### src/rtl/mavg_pkg.sv
// Shared constants, register codes and types for the moving-average filter.
package mavg_pkg;

  localparam int WIN_DEPTH = 20;
  localparam int SMP_W     = 12;
  localparam int FRAC_W    = 4;
  localparam int VAL_W     = SMP_W + FRAC_W;
  localparam int CFG_W     = 12;
  localparam int CFG_IDX_W = 2;
  localparam int CNT_W     = $clog2(WIN_DEPTH + 1);
  localparam int POS_W     = $clog2(WIN_DEPTH);
  localparam int SUM_W     = SMP_W + $clog2(WIN_DEPTH);
  localparam int DIV_W     = SUM_W + FRAC_W;
  localparam int DIV_STEPS = (DIV_W + 1) / 2;
  localparam int NUM_W     = 2 * DIV_STEPS;
  localparam int STEP_W    = $clog2(DIV_STEPS + 1);

  localparam logic [CFG_W-1:0] REJECT_LOW_RST  = CFG_W'(50);
  localparam logic [CFG_W-1:0] REJECT_HIGH_RST = CFG_W'(3200);
  localparam logic [CFG_W-1:0] STAB_THR_RST    = CFG_W'(120);

  typedef enum logic [CFG_IDX_W-1:0] {
    REG_REJECT_LOW  = 2'd0,
    REG_REJECT_HIGH = 2'd1,
    REG_STAB_THRESH = 2'd2
  } cfg_reg_t;

  typedef struct packed {
    logic             start;
    logic [DIV_W-1:0] dividend;
    logic [CNT_W-1:0] divisor;
  } div_req_t;

endpackage

### src/rtl/mavg_cell.sv
// One window cell: holds a stored sample and takes its neighbor's value on a shift.
module mavg_cell import mavg_pkg::*; (
  input  logic             clk,
  input  logic             rst,
  input  logic             shift,
  input  logic [SMP_W-1:0] d,
  output logic [SMP_W-1:0] q
);

  always_ff @(posedge clk) begin
    if (rst) begin
      q <= '0;
    end else if (shift) begin
      q <= d;
    end
  end

endmodule

### src/rtl/mavg_div.sv
// Restoring divider that retires two quotient bits per cycle for the window mean.
module mavg_div import mavg_pkg::*; (
  input  logic             clk,
  input  logic             rst,
  input  div_req_t         req,
  output logic             done,
  output logic [VAL_W-1:0] quotient
);

  logic              busy;
  logic [STEP_W-1:0] step_cnt;
  logic [NUM_W-1:0]  num;
  logic [NUM_W-1:0]  quo;
  logic [CNT_W-1:0]  rem;
  logic [CNT_W-1:0]  div_d;
  logic [CNT_W:0]    r1;
  logic [CNT_W:0]    r2;
  logic [CNT_W-1:0]  rem_a;
  logic [CNT_W-1:0]  rem_b;
  logic              q_a;
  logic              q_b;

  always_comb begin
    r1    = {rem, num[NUM_W-1]};
    q_a   = r1 >= {1'b0, div_d};
    rem_a = q_a ? CNT_W'(r1 - {1'b0, div_d}) : r1[CNT_W-1:0];
    r2    = {rem_a, num[NUM_W-2]};
    q_b   = r2 >= {1'b0, div_d};
    rem_b = q_b ? CNT_W'(r2 - {1'b0, div_d}) : r2[CNT_W-1:0];
  end

  always_ff @(posedge clk) begin
    if (rst) begin
      busy <= 1'b0;
      done <= 1'b0;
    end else begin
      done <= 1'b0;
      if (req.start) begin
        busy <= 1'b1;
      end else if (busy && step_cnt == STEP_W'(1)) begin
        busy <= 1'b0;
        done <= 1'b1;
      end
    end
  end

  always_ff @(posedge clk) begin
    if (req.start) begin
      step_cnt <= STEP_W'(DIV_STEPS);
      num      <= NUM_W'(req.dividend);
      rem      <= '0;
      quo      <= '0;
      div_d    <= req.divisor;
    end else if (busy) begin
      step_cnt <= step_cnt - STEP_W'(1);
      num      <= {num[NUM_W-3:0], 2'b00};
      rem      <= rem_b;
      quo      <= {quo[NUM_W-3:0], q_a, q_b};
    end
  end

  assign quotient = quo[VAL_W-1:0];

endmodule

### src/rtl/moving_average_with_reject_and_stability.sv
// Top level of the moving-average filter with sample rejection and a stability flag.
//
//   Channel   Signals                                          Direction
//   input     in_valid, in_ready, sample_mv                    request in
//   output    out_valid, out_ready, filtered_value,            result out
//             sample_rejected, window_stable
//   config    cfg_we, cfg_index, cfg_data                      register write
//
// A stored sample makes one lap of the cell ring, which feeds the sum, minimum and maximum;
// then the divider runs. A rejected sample skips the scan and the divider, since the
// window does not change.
// One request is worked on at a time; the next is taken while a result still waits.
// Reset clears the window, the fill count and the registers to their defaults.
// A stalled output holds its result, and a finished request waits until it is taken.
module moving_average_with_reject_and_stability import mavg_pkg::*; (
  input  logic                 clk,
  input  logic                 rst,
  input  logic                 in_valid,
  output logic                 in_ready,
  input  logic [SMP_W-1:0]     sample_mv,
  output logic                 out_valid,
  input  logic                 out_ready,
  output logic [VAL_W-1:0]     filtered_value,
  output logic                 sample_rejected,
  output logic                 window_stable,
  input  logic                 cfg_we,
  input  logic [CFG_IDX_W-1:0] cfg_index,
  input  logic [CFG_W-1:0]     cfg_data
);

  typedef enum logic [3:0] {
    ST_IDLE = 4'b0001,
    ST_SCAN = 4'b0010,
    ST_DIV  = 4'b0100,
    ST_DONE = 4'b1000
  } state_t;

  state_t            state;
  logic [CFG_W-1:0]  reject_low;
  logic [CFG_W-1:0]  reject_high;
  logic [CFG_W-1:0]  stab_thr;
  logic [CNT_W-1:0]  fill;
  logic [SMP_W-1:0]  spread;
  logic [POS_W-1:0]  scan_cnt;
  logic [SUM_W-1:0]  sum;
  logic [SMP_W-1:0]  win_min;
  logic [SMP_W-1:0]  win_max;
  logic [VAL_W-1:0]  res_value;
  logic              res_rej;

  logic [SMP_W-1:0]  chain [WIN_DEPTH];
  logic [SMP_W-1:0]  tail;
  logic [SMP_W-1:0]  head_in;
  logic              shift;
  logic              accept;
  logic              reject_now;
  logic              full;
  logic              scan_last;
  logic              out_free;
  logic [SUM_W-1:0]  sum_next;
  logic [SMP_W-1:0]  min_next;
  logic [SMP_W-1:0]  max_next;
  div_req_t          div_req;
  logic              div_done;
  logic [VAL_W-1:0]  div_quo;

  always_comb begin
    in_ready   = state == ST_IDLE;
    accept     = in_valid && in_ready;
    tail       = chain[WIN_DEPTH-1];
    reject_now = sample_mv < reject_low || sample_mv > reject_high;
    full       = fill == CNT_W'(WIN_DEPTH);
    shift      = (accept && !reject_now) || state == ST_SCAN;
    head_in    = (state == ST_SCAN) ? tail : sample_mv;
    scan_last  = scan_cnt == POS_W'(WIN_DEPTH - 1);
    out_free   = !out_valid || out_ready;
    sum_next   = sum + SUM_W'(tail);
    min_next   = (tail < win_min) ? tail : win_min;
    max_next   = (tail > win_max) ? tail : win_max;
    div_req.start    = state == ST_SCAN && scan_last;
    div_req.dividend = {sum_next, {FRAC_W{1'b0}}};
    div_req.divisor  = fill;
  end

  for (genvar i = 0; i < WIN_DEPTH; i++) begin : g_cell
    if (i == 0) begin : g_head
      mavg_cell u_cell (
        .clk   (clk),
        .rst   (rst),
        .shift (shift),
        .d     (head_in),
        .q     (chain[i])
      );
    end else begin : g_body
      mavg_cell u_cell (
        .clk   (clk),
        .rst   (rst),
        .shift (shift),
        .d     (chain[i-1]),
        .q     (chain[i])
      );
    end
  end

  mavg_div u_div (
    .clk      (clk),
    .rst      (rst),
    .req      (div_req),
    .done     (div_done),
    .quotient (div_quo)
  );

  always_ff @(posedge clk) begin
    if (rst) begin
      state       <= ST_IDLE;
      fill        <= '0;
      spread      <= '0;
      out_valid   <= 1'b0;
      reject_low  <= REJECT_LOW_RST;
      reject_high <= REJECT_HIGH_RST;
      stab_thr    <= STAB_THR_RST;
    end else begin
      if (cfg_we) begin
        unique case (cfg_reg_t'(cfg_index))
          REG_REJECT_LOW:  reject_low  <= cfg_data;
          REG_REJECT_HIGH: reject_high <= cfg_data;
          REG_STAB_THRESH: stab_thr    <= cfg_data;
          default: ;
        endcase
      end
      unique case (state)
        ST_IDLE: begin
          if (accept) begin
            if (reject_now) begin
              state <= ST_DONE;
            end else begin
              state <= ST_SCAN;
              if (!full) begin
                fill <= fill + CNT_W'(1);
              end
            end
          end
        end
        ST_SCAN: begin
          if (scan_last) begin
            spread <= max_next - min_next;
            state  <= ST_DIV;
          end
        end
        ST_DIV: begin
          if (div_done) begin
            state <= ST_DONE;
          end
        end
        ST_DONE: begin
          if (out_free) begin
            state <= ST_IDLE;
          end
        end
        default: state <= ST_IDLE;
      endcase
      if (state == ST_DONE && out_free) begin
        out_valid <= 1'b1;
      end else if (out_ready) begin
        out_valid <= 1'b0;
      end
    end
  end

  always_ff @(posedge clk) begin
    if (state == ST_IDLE && accept) begin
      scan_cnt <= '0;
      sum      <= '0;
      win_min  <= '1;
      win_max  <= '0;
      res_rej  <= reject_now;
      if (reject_now) begin
        res_value <= full ? {chain[0], {FRAC_W{1'b0}}} : {sample_mv, {FRAC_W{1'b0}}};
      end
    end else if (state == ST_SCAN) begin
      scan_cnt <= scan_cnt + POS_W'(1);
      sum      <= sum_next;
      win_min  <= min_next;
      win_max  <= max_next;
    end else if (state == ST_DIV && div_done) begin
      res_value <= div_quo;
    end
    if (state == ST_DONE && out_free) begin
      filtered_value  <= res_value;
      sample_rejected <= res_rej;
      window_stable   <= spread < stab_thr;
    end
  end

endmodule

### config.mk
export PLATFORM = sky130hd
export DESIGN_NAME = moving_average_with_reject_and_stability
export DESIGN_NICKNAME = d
export VERILOG_FILES = /design/src/rtl/mavg_pkg.sv /design/src/rtl/mavg_cell.sv /design/src/rtl/mavg_div.sv /design/src/rtl/moving_average_with_reject_and_stability.sv
export SDC_FILE = /design/constraint.sdc
export NUM_CORES = 1
export LEC_CHECK = 0
export CAP_MARGIN = 5
export CORE_ASPECT_RATIO = 1.25
export CORE_MARGIN = 2
export CORE_UTILIZATION = 55
export CTS_BUF_LIST = sky130_fd_sc_hd__clkbuf_4 sky130_fd_sc_hd__clkbuf_8
export DETAILED_ROUTE_END_ITERATION = 10
export DONT_BUFFER_PORTS = 1
export GPL_TIMING_DRIVEN = 0
export PLACE_DENSITY_LB_ADDON = 0.12
export SETUP_SLACK_MARGIN = 0.4
export SYNTH_ARGS = -nofsm -noshare
export SYNTH_HDL_FRONTEND = slang
export SYNTH_SLANG_ARGS = --single-unit
### constraint.sdc
create_clock -name clk -period 5.12 [get_ports clk]
set_clock_uncertainty 0.1 [all_clocks]
set_input_delay 1.024 -clock clk [delete_from_list [all_inputs] [get_ports clk]]
set_output_delay 1.024 -clock clk [all_outputs]
set_load 0.02 [all_outputs]
### Word level (Yosys, flattened, before mapping)

Cells that the tools add are included.

| storage, ports and cells | value |
|---|---|
| register bits | 429 |
| input port bits | 31 |
| output and inout bits | 20 |
| logic and storage cells | 123 |

| cells by class | value |
|---|---|
| add/subtract/negate cells | 7 |
| $lt $le $gt $ge | 7 |
| equality and inequality tests | 15 |
| multiplexer cells | 23 |
| bitwise operators | 2 |
| reductions and logical operators | 25 |

Operators by type and width:

| kind | number |
|---|---|
| two-way mux 16 bit | 5 |
| two-way mux 21 bit | 2 |
| < comparator 12 bit | 3 |
| two-way mux 12 bit | 3 |
| greater-than comparator 12 bit | 2 |
| two-way mux 4 bit | 5 |
| adder 17 x 12 -> 17 bit | 1 |
| case mux 4 bit (4 select lines) | 1 |
| greater-or-equal comparator 6 x 5 -> 1 bit | 2 |
| subtractor 12 bit | 1 |
| adder 5 x 1 -> 5 bit, second input constant | 2 |
| equality test 5 bit, second input constant | 2 |
| two-way mux 5 bit | 2 |
| subtractor 5 bit | 2 |
| equality test 4 x 1 -> 1 bit, second input constant | 2 |
| AND reduction 2 bit | 4 |
| AND reduction 4 bit | 2 |
| nonzero test 2 bit | 4 |
| logical AND 1 bit | 7 |
| inequality test 2 x 1 -> 1 bit, second input constant | 3 |
| inequality test 2 bit, second input constant | 3 |
| two-way mux 1 bit | 5 |
| equality test 4 x 2 -> 1 bit, second input constant | 1 |
| equality test 4 x 3 -> 1 bit, second input constant | 1 |
| other kinds (10) | 14 |

### Longest topological paths before layout

Gate-level depths: netlist of run 1.

| depth | value |
|---|---|
| depth in word-level cells | 5 |
| depth in mapped cells | 21 |
| gate-level depth less buffers | 20 |

### Hierarchy

From an unflattened synthesis of run 1, not the netlist that was laid out.

| second synthesis, totals | value |
|---|---|
| cell total of the unflattened synthesis | 2011 |
| area total of the unflattened synthesis | 19356.1 µm² |

By module, submodules not included:

| module | instances | cells an instance | area an instance (µm²) | seq. area each (µm²) |
|---|---|---|---|---|
| mavg_cell | 20 | 38 | 420.4 | 240.2 |
| moving_average_with_reject_and_stability | 1 | 1025 | 8319.2 | 3133.0 |
| mavg_div | 1 | 226 | 2628.8 | 1341.3 |

### Worst setup path after synthesis of run 1

OpenSTA, ideal clock, no wires.

| path | value |
|---|---|
| path kind | input to register |
| start point | in sample_mv[1] |
| end point | reg res_value[0], enable pin |
| setup time | 0.388 ns |
| arrival time | 3.656 ns |
| data required time | 4.632 ns |
| setup slack | 0.976 ns |
| stages on the path | 13 |
| buffers on the path | 2 |
| cells stage by stage | ha_1 > a21o_1 > a21o_1 > a21oi_1 > nor2b_1 > o21ai_1 > a21oi_1 > a221o_1 > a21oi_1 > buf_6 > buf_8 > nand2_1 > nor2_1 |

| between the ends | value |
|---|---|
| word-level cells in the longest chain between the ends | 4 |
| elaborated cells between the ends (all ways) | 5 |
| those cells by class | order compare: 2; eq/ne: 1; reduce/logical: 2 |

Ends and longest elaborated chain:

| item | line | source |
|---|---|---|
| start: declaration | moving_average_with_reject_and_stability.sv:20 | `input logic [SMP_W-1:0] sample_mv,` |
| < comparator 12 bit / greater-than comparator 12 bit (equally long branches) | moving_average_with_reject_and_stability.sv:71 | `reject_now = sample_mv < reject_low \|\| sample_mv > reject_high;` |
| logical OR 1 bit (*) | moving_average_with_reject_and_stability.sv:71 |  |
| inequality test 2 bit (no source line) (*) | n/a |  |
| AND reduction 3 bit (no source line) (*) | n/a |  |
| end signal: assignment | moving_average_with_reject_and_stability.sv:178 | `res_value <= full ? {chain[0], {FRAC_W{1'b0}}} : {sample_mv, {FRAC_W{1'b0}}};` |
| end signal: assignment | moving_average_with_reject_and_stability.sv:186 | `res_value <= div_quo;` |
| end: declaration | moving_average_with_reject_and_stability.sv:48 | `logic [VAL_W-1:0] res_value;` |

Mark *: on every way between the ends. The rest lies on a longest branch, timed or not.
A chain may end at the register's enable or synchronous reset.

### Worst setup path in the final report of run 1

| path | value |
|---|---|
| start point | reg g_cell[19].g_body.u_cell.q[10] |
| end point | reg spread[11] |

| between the ends | value |
|---|---|
| word-level cells in the longest chain between the ends | 3 |
| elaborated cells between the ends (all ways) | 5 |
| those cells by class | add/sub: 1; order compare: 2; mux: 2 |

Ends and longest elaborated chain:

| item | line | source |
|---|---|---|
| start: declaration | mavg_cell.sv:7 | `output logic [SMP_W-1:0] q` |
| start signal: assignment | mavg_cell.sv:12 | `q <= '0;` |
| start signal: assignment | mavg_cell.sv:14 | `q <= d;` |
| greater-than comparator 12 bit | moving_average_with_reject_and_stability.sv:79 | `max_next = (tail > win_max) ? tail : win_max;` |
| two-way mux 12 bit | moving_average_with_reject_and_stability.sv:79 |  |
| named net max_next[1] | moving_average_with_reject_and_stability.sv:62 | `logic [SMP_W-1:0] max_next;` |
| subtractor 12 bit | moving_average_with_reject_and_stability.sv:146 | `spread <= max_next - min_next;` |
| end signal: assignment | moving_average_with_reject_and_stability.sv:146 |  |
| end: declaration | moving_average_with_reject_and_stability.sv:43 | `logic [SMP_W-1:0] spread;` |

The timed path passes the listed nets, and every way through them passes these cells.

==> results of run 1 <==
## worst min path at each step
stage,from,end,cells past startpoint
after detailed placement,res_value[14],filtered_value[14],0
after floorplan,res_value[0],filtered_value[0],0
after global placement,res_value[7],filtered_value[7],0
final,res_value[12],filtered_value[12],0
after CTS,res_value[12],filtered_value[12],0
after global routing,res_value[12],filtered_value[12],0
## power by group through the flow
stage | Combinational [W] | Sequential (W) | Clock [W]
2_1_floorplan | 0.000578 | 0.00358 | 0
3_3_place_gp | 0.000686 | 0.00359 | 0
5_1_grt | 0.000753 | 0.00353 | 0.00336
3_5_place_dp | 0.000696 | 0.00359 | 0
6_report | 0.000699 | 0.00352 | 0.00314
4_1_cts | 0.000699 | 0.00352 | 0.00322
## per-layer routing
layer,vias to the layer above,global-route usage [%],wire length [um]
met5,-,0,0
met2,303,42.5,21000
met1,6344,28.6,18300
met3,101,4.50,1940
met4,0,9.03,1310
li1,6874,-,-
## final cells by class
type                       instances  area (um2)
fill                            2975       13100
sequential                       429        9170
multi-input combinational       1345        8910
clock buffer                     106        1340
buffer                           107         833
tap                              468         586
inverter                          86         323
clock inverter                    15         158
timing repair buffer               3        22.5
## stage by stage
stage | setup WS (ns) | power [W] | cells | util, %
floorplan | 0.976 | 0.00415 | 1967 | -
global placement | 0.122 | 0.00428 | 2435 | 57.4
detailed placement | 0.0536 | 0.00429 | 2436 | 57.4
CTS | 0.404 | 0.00744 | 2557 | 61.9
global route | 0.306 | 0.00764 | 2559 | 62.0
finish | 0.572 | 0.00736 | 2559 | 62.0
## sequential cells by signal, indices dropped and copies added, names as in the netlist, 4 cells and up, named ones only
name / count
fill: 5
filtered_value: 16
g_cell.g_body.u_cell.q: 228
g_cell.g_head.u_cell.q: 12
reject_high: 12
reject_low: 12
res_value: 16
scan_cnt: 5
spread: 12
stab_thr: 12
state: 4
sum: 17
u_div.div_d: 5
u_div.num: 18
u_div.quo: 16
u_div.rem: 5
u_div.step_cnt: 4
win_max: 10
win_min: 12
## cell families (layout without fill, tap and decap cells)
logic type | count (synthesis) | in the layout
simple gates | 652 | 652
mux | 283 | 283
xor+xnor | 41 | 41
flops | 429 | 429
fa+ha+maj | 95 | 95
compound gates | 274 | 274
buf+inv | 193 | 317
## what timing repair did
| action | 4_1_cts | 5_1_grt |
|---|---|---|
| setup buffers | 0 | 1 |
| endpoints found under the setup margin | 4 | 9 |
| resized for setup | 14 | 11 |
| pin swaps | 0 | 2 |
## worst max-delay path, cell delays in order (launching register included)
cell	delay, ns
dfxtp_2	0.41
ha_1	0.36
nand4_1	0.24
a211o_1	0.34
a31oi_2	0.21
buf_4	0.21
clkbuf_4	0.22
nand2_1	0.08
o21ai_2	0.11
ha_1	0.27
a21o_1	0.20
or2_2	0.28
a311oi_1	0.26
a41oi_1	0.07
o2111ai_1	0.19
o2111ai_1	0.20
a41o_1	0.29
nand2_1	0.10
nand3_1	0.08
a31o_1	0.19
## synthesized netlist by cell type (12+ instances only)
library cell / number / share of area, %
mux2i_1: 280 / 15
a21oi_1: 100 / 2.6
ha_1: 91 / 5.9
dfxtp_1: 372 / 39
a21o_1: 21 / 0.82
nor2b_1: 12 / 0.39
nand2_1: 216 / 4.2
a211oi_1: 26 / 1.0
inv_1: 84 / 1.6
nor2_1: 329 / 6.4
clkbuf_1: 71 / 1.4
edfxtp_1: 57 / 8.9
xor2_1: 25 / 1.1
nand3_1: 16 / 0.42
o21ai_0: 56 / 1.5
xnor2_1: 16 / 0.73
buf_12: 24 / 2.5
==> results.py, run 1 <==
metrics = {
    "outcome": {
        "status": "completed",
    },
    "grt": {
        "grt_max_degree": 19,
        "overflow": 0,
        "grt_pass1_wl_mm": 69.5,
        "grt_usage_pct": 23.9,
        "grt_pass1_vias": 13665,
        "antenna_found_initial": 0,
    },
    "floorplanning": {
        "io_pins": 51,
        "die_y_um": 213,
        "rows": 76,
        "die_w_um": 171,
        "initial_core_util_pct": 55.7,
        "core-area_um2": 34400,
        "die_area_um2": 36400,
    },
    "power": {
        "power_switching_w": 0.00174,
        "swShare_pct": 23.6,
        "clockPowerShare_pct": 42.7,
        "p_seq_share_pct": 47.8,
        "power_density_nw_per_um2": 345,
        "leakage_nw": 9.87,
        "pwr-share-comb_pct": 9.5,
        "p_int_w": 0.00562,
        "ir_worst_vdd_v": 0.000303,
    },
    "drt": {
        "num_vias": 13622,
        "first_pass_iters": 6,
        "drc": 0,
        "ant_nets": 0,
        "vias_per_cell": 5.32,
        "wl_per_cell_um": 16.6,
        "wl_mm": 42.5,
        "drtIter0Drc": 845,
    },
    "worst_setup_path": {
        "cp-endpoint": "spread[11]",
        "worstRegToRegCells": 19,
        "reg2reg_slack_ns": 0.57,
        "critPathMaxFanout": 10,
        "critPathCaptureType": "flop",
        "reg2reg_from": "g_cell[19].g_body.u_cell.q[10]",
        "reg2reg_to": "spread[11]",
        "startpoint": "g_cell[19].g_body.u_cell.q[10]",
        "crit_type": "reg2reg",
        "required_ns": 5.50,
        "cp-start-kind": "flop",
        "crit_arrival_ns": 4.93,
    },
    "final_layout": {
        "antenna_cells": 0,
        "drive_gt1_share_pct": 9.18,
        "final_net_count": 2167,
        "final_common_cell": "dfxtp_1",
        "area_delta_synth_final_pct": 11.3,
        "final_cell_mix": "360 x dfxtp_1, 328 x nor2_1, 280 x mux2i_1",
        "final_area_um2": 21300,
    },
    "flow_run": {
        "cap_viol_max_count": 0,
    },
    "timing": {
        "finalSetupTns_ns": 0,
        "relSlewSlack_pct": 17.5,
        "slew_viol_final": 0,
        "fin_hold_ws_ns": 0.315,
        "maxClockFrequency_mhz": 220,
        "period_share_pct": 88.8,
        "finalSetupViolCount": 0,
        "hold_violations": 0,
        "tightestPinTransition_ns": 1.22,
        "min_period_ns": 4.55,
        "rsz0062_at_grt": "yes",
    },
    "synthesis": {
        "ys_seq_elements": 429,
        "yosysSeqAreaShare_pct": 47.8,
        "syn_avg_cell_area_um2": 9.75,
        "synth_xor_area_share_pct": 1.87,
        "synthesis.instances": 1967,
        "ys_warn_count": 0,
        "synthFlopType": "dfxtp_1",
        "synth_nets": 2093,
        "muxShareOfSynthArea_pct": 14.8,
        "synth_top_family_by_area": "multiplexers",
        "ys_async_sr_fraction_pct": 0,
        "syn-cell-area_um2": 19200,
        "yosys.area_share.adder_pct": 6.36,
        "synth_compound_area_share_pct": 8.96,
        "synth.distinct_cells": 68,
        "synth-simple-area-share_pct": 14.3,
        "synth_edf_count": 57,
    },
    "placed_design": {
        "dpl_cell_area_um2": 19800,
        "port_buffers": 0,
        "place.gp.congestion": 0.942,
        "dp_hpwl_mm": 31.5,
    },
    "clock_network": {
        "cts_max_level": 3,
        "clkLatencyLatePin_ns": 0.60,
        "cts_buffers": 69,
        "clock-sinks": 429,
        "cts_max_path_buffers": 3,
        "holdBufCountCts": 0,
        "cts-root-buf": "clkbuf_8",
        "cts.reportedPaths.clkPinSlew_ns": 0.06,
        "cts_tree": "yes",
    },
    "min_path": {
        "hp-class": "reg2reg",
    },
}
Note: power is estimated with default switching activity, not from simulation.
==> run 2, diff against run 1 <==
CTS_BUF_LIST = sky130_fd_sc_hd__clkbuf_8   (was sky130_fd_sc_hd__clkbuf_4 sky130_fd_sc_hd__clkbuf_8)
==> run 2 against run 1 <==
Compared with the run above: die area did not move; sequential share of layout area rose by 0.14 points; largest cell class unchanged; critical path type unchanged; clock-buffer cell count fell by 19.
==> results.py, run 2 (synthesis gave the netlist of run 1 again) <==
metrics = {
    "drt": {
        "drtIter0Drc": 808,
        "num_vias": 13644,
        "wl_mm": 42.5,
        "wl_per_cell_um": 16.6,
        "vias_per_cell": 5.33,
        "first_pass_iters": 5,
        "drc": 0,
        "ant_nets": 0,
    },
    "placed_design": {
        "placed_cells": 2436,
        "port_buffers": 0,
        "place.gp.congestion": 0.942,
        "dp_hpwl_mm": 31.5,
        "dpl_cell_area_um2": 19800,
    },
    "min_path": {
        "hp-class": "reg2reg",
    },
    "worst_setup_path": {
        "cp-start-kind": "flop",
        "critPathCaptureType": "flop",
        "critPathMaxStageDelay_ns": 0.42,
        "crit_arrival_ns": 4.92,
        "crit_type": "reg2reg",
        "required_ns": 5.50,
        "crit_chain": "ha_1 > nand4_1 > a211o_1 > a31oi_2 > buf_4 > clkbuf_4 > nand2_1 > o21ai_2 > ha_1 > a21o_1 > or2_2 > a311oi_1 > a41oi_1 > o2111ai_1 > o2111ai_1 > a41o_1 > nand2_1 > nand3_1 > a31o_1",
        "cp_slowest_cell": "dfxtp_2",
        "critPathMaxFanout": 10,
    },
    "clock_network": {
        "cts_buffers": 69,
        "clkLatencyLatePin_ns": 0.60,
        "holdBufCountCts": 0,
        "cts_max_path_buffers": 3,
        "cts_tree": "yes",
        "cts_max_level": 3,
        "cts.reportedPaths.clkPinSlew_ns": 0.06,
        "clock-sinks": 429,
        "cts-root-buf": "clkbuf_8",
    },
    "final_layout": {
        "seqCellArea_um2": 9170,
        "multi_input_area_um2": 8910,
        "post-route-util_pct": 61.8,
        "final_area_um2": 21300,
        "final_net_count": 2167,
        "final_common_cell": "dfxtp_1",
        "final_cell_mix": "360 x dfxtp_1, 328 x nor2_1, 280 x mux2i_1",
        "final_cells": 2559,
        "area_delta_synth_final_pct": 11.0,
        "largest_reg_flops": 228,
        "drive_gt1_share_pct": 8.27,
        "reg_top3": "g_cell.g_body.u_cell.q (228), u_div.num (18), sum (17)",
        "n_fill_cell": 2978,
        "top_register": "g_cell.g_body.u_cell.q",
        "antenna_cells": 0,
    },
    "power": {
        "leakage_nw": 9.88,
        "ir_worst_vdd_v": 0.000274,
        "power_density_nw_per_um2": 339,
    },
    "floorplanning": {
        "die_area_um2": 36400,
        "core-area_um2": 34400,
        "io_pins": 51,
        "die_w_um": 171,
        "die_y_um": 213,
        "initial_core_util_pct": 55.7,
        "rows": 76,
    },
    "timing": {
        "period_share_pct": 88.7,
        "hold_violations": 0,
        "finalSetupViolCount": 0,
        "relSlewSlack_pct": 18.3,
        "min_period_ns": 4.54,
        "slew_viol_final": 0,
        "rsz0062_at_grt": "yes",
        "tightestPinTransition_ns": 1.21,
        "maxClockFrequency_mhz": 220,
        "finalSetupTns_ns": 0,
    },
    "flow_run": {
        "cap_viol_max_count": 0,
    },
    "grt": {
        "grt_pass1_vias": 13655,
        "grt_max_degree": 19,
        "grt_usage_pct": 23.9,
        "grt_pass1_wl_mm": 69.3,
        "overflow": 0,
        "antenna_found_initial": 0,
    },
    "outcome": {
        "status": "completed",
    },
}
run 2: what timing repair did:
action                                  in CTS  in global routing
pin swaps                                    0                  1
buffers inserted                             0                  1
gates resized for setup                     14                 11
endpoints found under the setup margin       4                  9
run 2: layer usage:
metal,vias to the layer above,part of all wire (%),track usage (%)
met4,0,2.9,8.85
met5,-,0,0
li1,6873,-,-
met3,99,4.4,4.32
met2,314,50,42.5
met1,6358,43,28.7
run 2: area by class of cell:
cell class / count / share of cell area (%)
tap: 468 / 2.75
sequential: 429 / 43.1
buffer: 107 / 3.92
clock inverter: 34 / 1.08
timing repair buffer: 3 / 0.106
inverter: 86 / 1.52
clock buffer: 87 / 5.63
multi-input combinational: 1345 / 41.9
run 2: stage by stage:
stage               power [W]  setup WS, ns  hold slack [ns]
finish                0.00722         0.579            0.316
global placement      0.00428         0.122            0.302
detailed placement    0.00429        0.0536            0.306
CTS                   0.00729         0.404            0.319
global route          0.00750         0.306            0.324
floorplan             0.00415         0.976            0.300
run 2: worst max-delay path, delay by kind of cell, from the launching register on:
kind	cells	cell delay [ns]
AO/OA/AOI/OAI	10	2.06
AND/OR/NAND/NOR	5	0.78
flip-flops	1	0.42
buffers and inverters	2	0.44
adder cells (fa/ha/maj)	2	0.63
run 2: final timing paths:
check	start	to	slack (ns)	depth (start not counted)
worst max register to register	g_cell[19].g_body.u_cell.q[10]	spread[11]	0.58	19
worst max-delay path	g_cell[19].g_body.u_cell.q[10]	spread[11]	0.58	19
worst min register to register	res_value[12]	filtered_value[12]	0.32	0
worst min-delay path	res_value[12]	filtered_value[12]	0.32	0
run 2: where the power goes:
| part | switching [W] | internal (W) | leakage, nW |
|---|---|---|---|
| registers | 0.0000461 | 0.00348 | 3.53 |
| logic | 0.000374 | 0.000325 | 5.55 |
| clock network | 0.00132 | 0.00168 | 0.800 |
==> run 3, diff against run 2 <==
clock period = 4 ns   (was 5.12 ns; I/O delays follow)
==> run 3 against run 2 <==
Compared with the run above: cell count up 2.0%; first-iteration DRC count up 2.5%; total power up 29%; hold slack worse by 0.14 ns; register-to-register slack worse by 0.43 ns; critical path depth up 1; sequential share of layout area down 1.5 points; global-route usage up 0.89 points; design area up 4.2%; combinational power up 34%; critical path type unchanged; largest cell class is now multi-input gates; largest power group unchanged.
==> results.py, run 3 (synthesis gave the netlist of run 1 again) <==
metrics = {
    "grt": {
        "grt_pass1_wl_mm": 71.4,
        "antenna_found_initial": 0,
        "grt_usage_pct": 24.8,
        "overflow": 0,
        "grt_max_degree": 18,
        "grt_pass1_vias": 14182,
    },
    "power": {
        "finalPower_w": 0.00935,
        "leakage_nw": 10.3,
        "power_density_nw_per_um2": 421,
        "ir_worst_vdd_v": 0.000336,
    },
    "worst_setup_path": {
        "startpoint": "g_cell[19].g_body.u_cell.q[1]",
        "crit_type": "reg2reg",
        "critPathCaptureType": "flop",
        "critPathMaxFanout": 3,
        "worst-path-buf-inv": 2,
        "critPathMaxStageDelay_ns": 0.36,
        "required_ns": 4.41,
        "crit_arrival_ns": 4.27,
        "crit_chain": "ha_4 > nor2b_4 > o211ai_1 > a211o_1 > a31oi_4 > buf_6 > clkbuf_16 > nand2_4 > o21ai_4 > ha_4 > a21o_1 > or2_4 > a311oi_2 > a41oi_2 > o2111ai_2 > o2111ai_2 > a41o_1 > nand2_1 > nand3_1 > a31o_1",
        "cp_top_family": "compound AO/OA/AOI/OAI gates",
        "cp_slowest_cell": "dfxtp_4",
        "cp-start-kind": "flop",
        "reg2reg_from": "g_cell[19].g_body.u_cell.q[1]",
    },
    "timing": {
        "period_share_pct": 96.3,
        "finalWorstSetupSlack_ns": 0.146,
        "finalSetupViolCount": 0,
        "relSlewSlack_pct": 44.5,
        "hold_violations": 0,
        "maxClockFrequency_mhz": 259,
        "slew_viol_final": 0,
        "tightestPinTransition_ns": 0.832,
        "rsz0062_at_grt": "yes",
        "min_period_ns": 3.85,
    },
    "placed_design": {
        "place.gp.congestion": 0.921,
        "dp_hpwl_mm": 31.6,
        "port_buffers": 0,
        "pre_cts_ws_ns": -0.479,
        "placed_cells": 2437,
        "dpl_cell_area_um2": 19900,
    },
    "final_layout": {
        "final_net_count": 2217,
        "drive_gt1_share_pct": 14.1,
        "post-route-util_pct": 64.4,
        "final_cells": 2609,
        "final_common_cell": "dfxtp_1",
        "area_delta_synth_final_pct": 15.7,
        "reg_top3": "g_cell.g_body.u_cell.q (228), u_div.num (18), sum (17)",
        "top_register": "g_cell.g_body.u_cell.q",
        "final_cell_mix": "348 x dfxtp_1, 322 x nor2_1, 278 x mux2i_1",
        "final_area_um2": 22200,
        "seqCellArea_um2": 9220,
        "largest_reg_flops": 228,
        "multi_input_area_um2": 9320,
        "n_fill_cell": 2895,
        "antenna_cells": 0,
    },
    "drt": {
        "drtIter0Drc": 828,
        "wl_per_cell_um": 17.0,
        "wl_mm": 44.3,
        "drc": 0,
        "num_vias": 14068,
        "first_pass_iters": 5,
        "vias_per_cell": 5.39,
        "ant_nets": 0,
    },
    "min_path": {
        "hold_start": "cfg_data[4]",
        "hp-class": "in2reg",
    },
    "outcome": {
        "status": "completed",
    },
    "clock_network": {
        "clock-sinks": 429,
        "cts-root-buf": "clkbuf_8",
        "cts_max_path_buffers": 3,
        "cts_buffers": 69,
        "holdBufCountCts": 0,
        "cts.reportedPaths.clkPinSlew_ns": 0.07,
        "clkLatencyLatePin_ns": 0.64,
        "cts_max_level": 3,
        "cts_tree": "yes",
    },
    "floorplanning": {
        "io_pins": 51,
        "die_area_um2": 36400,
        "die_w_um": 171,
        "rows": 76,
        "initial_core_util_pct": 55.7,
        "core-area_um2": 34400,
        "die_y_um": 213,
    },
    "flow_run": {
        "cap_viol_max_count": 0,
    },
}
run 3: per-layer routing:
metal	global-route usage [%]	wire length, um
met4	11.6	1690
met5	0	0
met2	44.8	22400
met1	28.2	18300
met3	4.43	1870
run 3: power by group:
group	internal (W)	switching [W]
Clock	0.00218	0.00173
Sequential	0.00444	0.0000580
Combinational	0.000443	0.000497
run 3: area by class of cell:
class,count,area share [%]
clock inverters,40,1.48
multi-input cells,1345,42.0
repair buffers,53,1.92
plain buffers,107,3.90
flip-flops and latches,429,41.6
well taps,468,2.64
inverters,86,1.46
clock buffers,81,5.03
run 3: through the flow:
| stage | TNS [ns] | hold WS [ns] |
|---|---|---|
| after floorplan | 0 | 0.300 |
| after global placement | -1.63 | 0.301 |
| after detailed placement | -2.52 | 0.305 |
| after CTS | 0 | 0.155 |
| after global routing | 0 | 0.172 |
| final | 0 | 0.180 |
run 3: what timing repair did:
| item | in CTS | in global routing |
|---|---|---|
| buffers inserted | 29 | 22 |
| gates resized for setup | 71 | 48 |
| endpoints found under the setup margin | 227 | 38 |
| pin swaps | 29 | 33 |
run 3: final timing paths:
check | to | slack (ns) | cells after the start
setup reg to reg | spread[11] | 0.15 | 20
hold / removal | reject_low[4] | 0.18 | 1
setup / recovery | spread[11] | 0.15 | 20
hold reg to reg | filtered_value[14] | 0.32 | 0
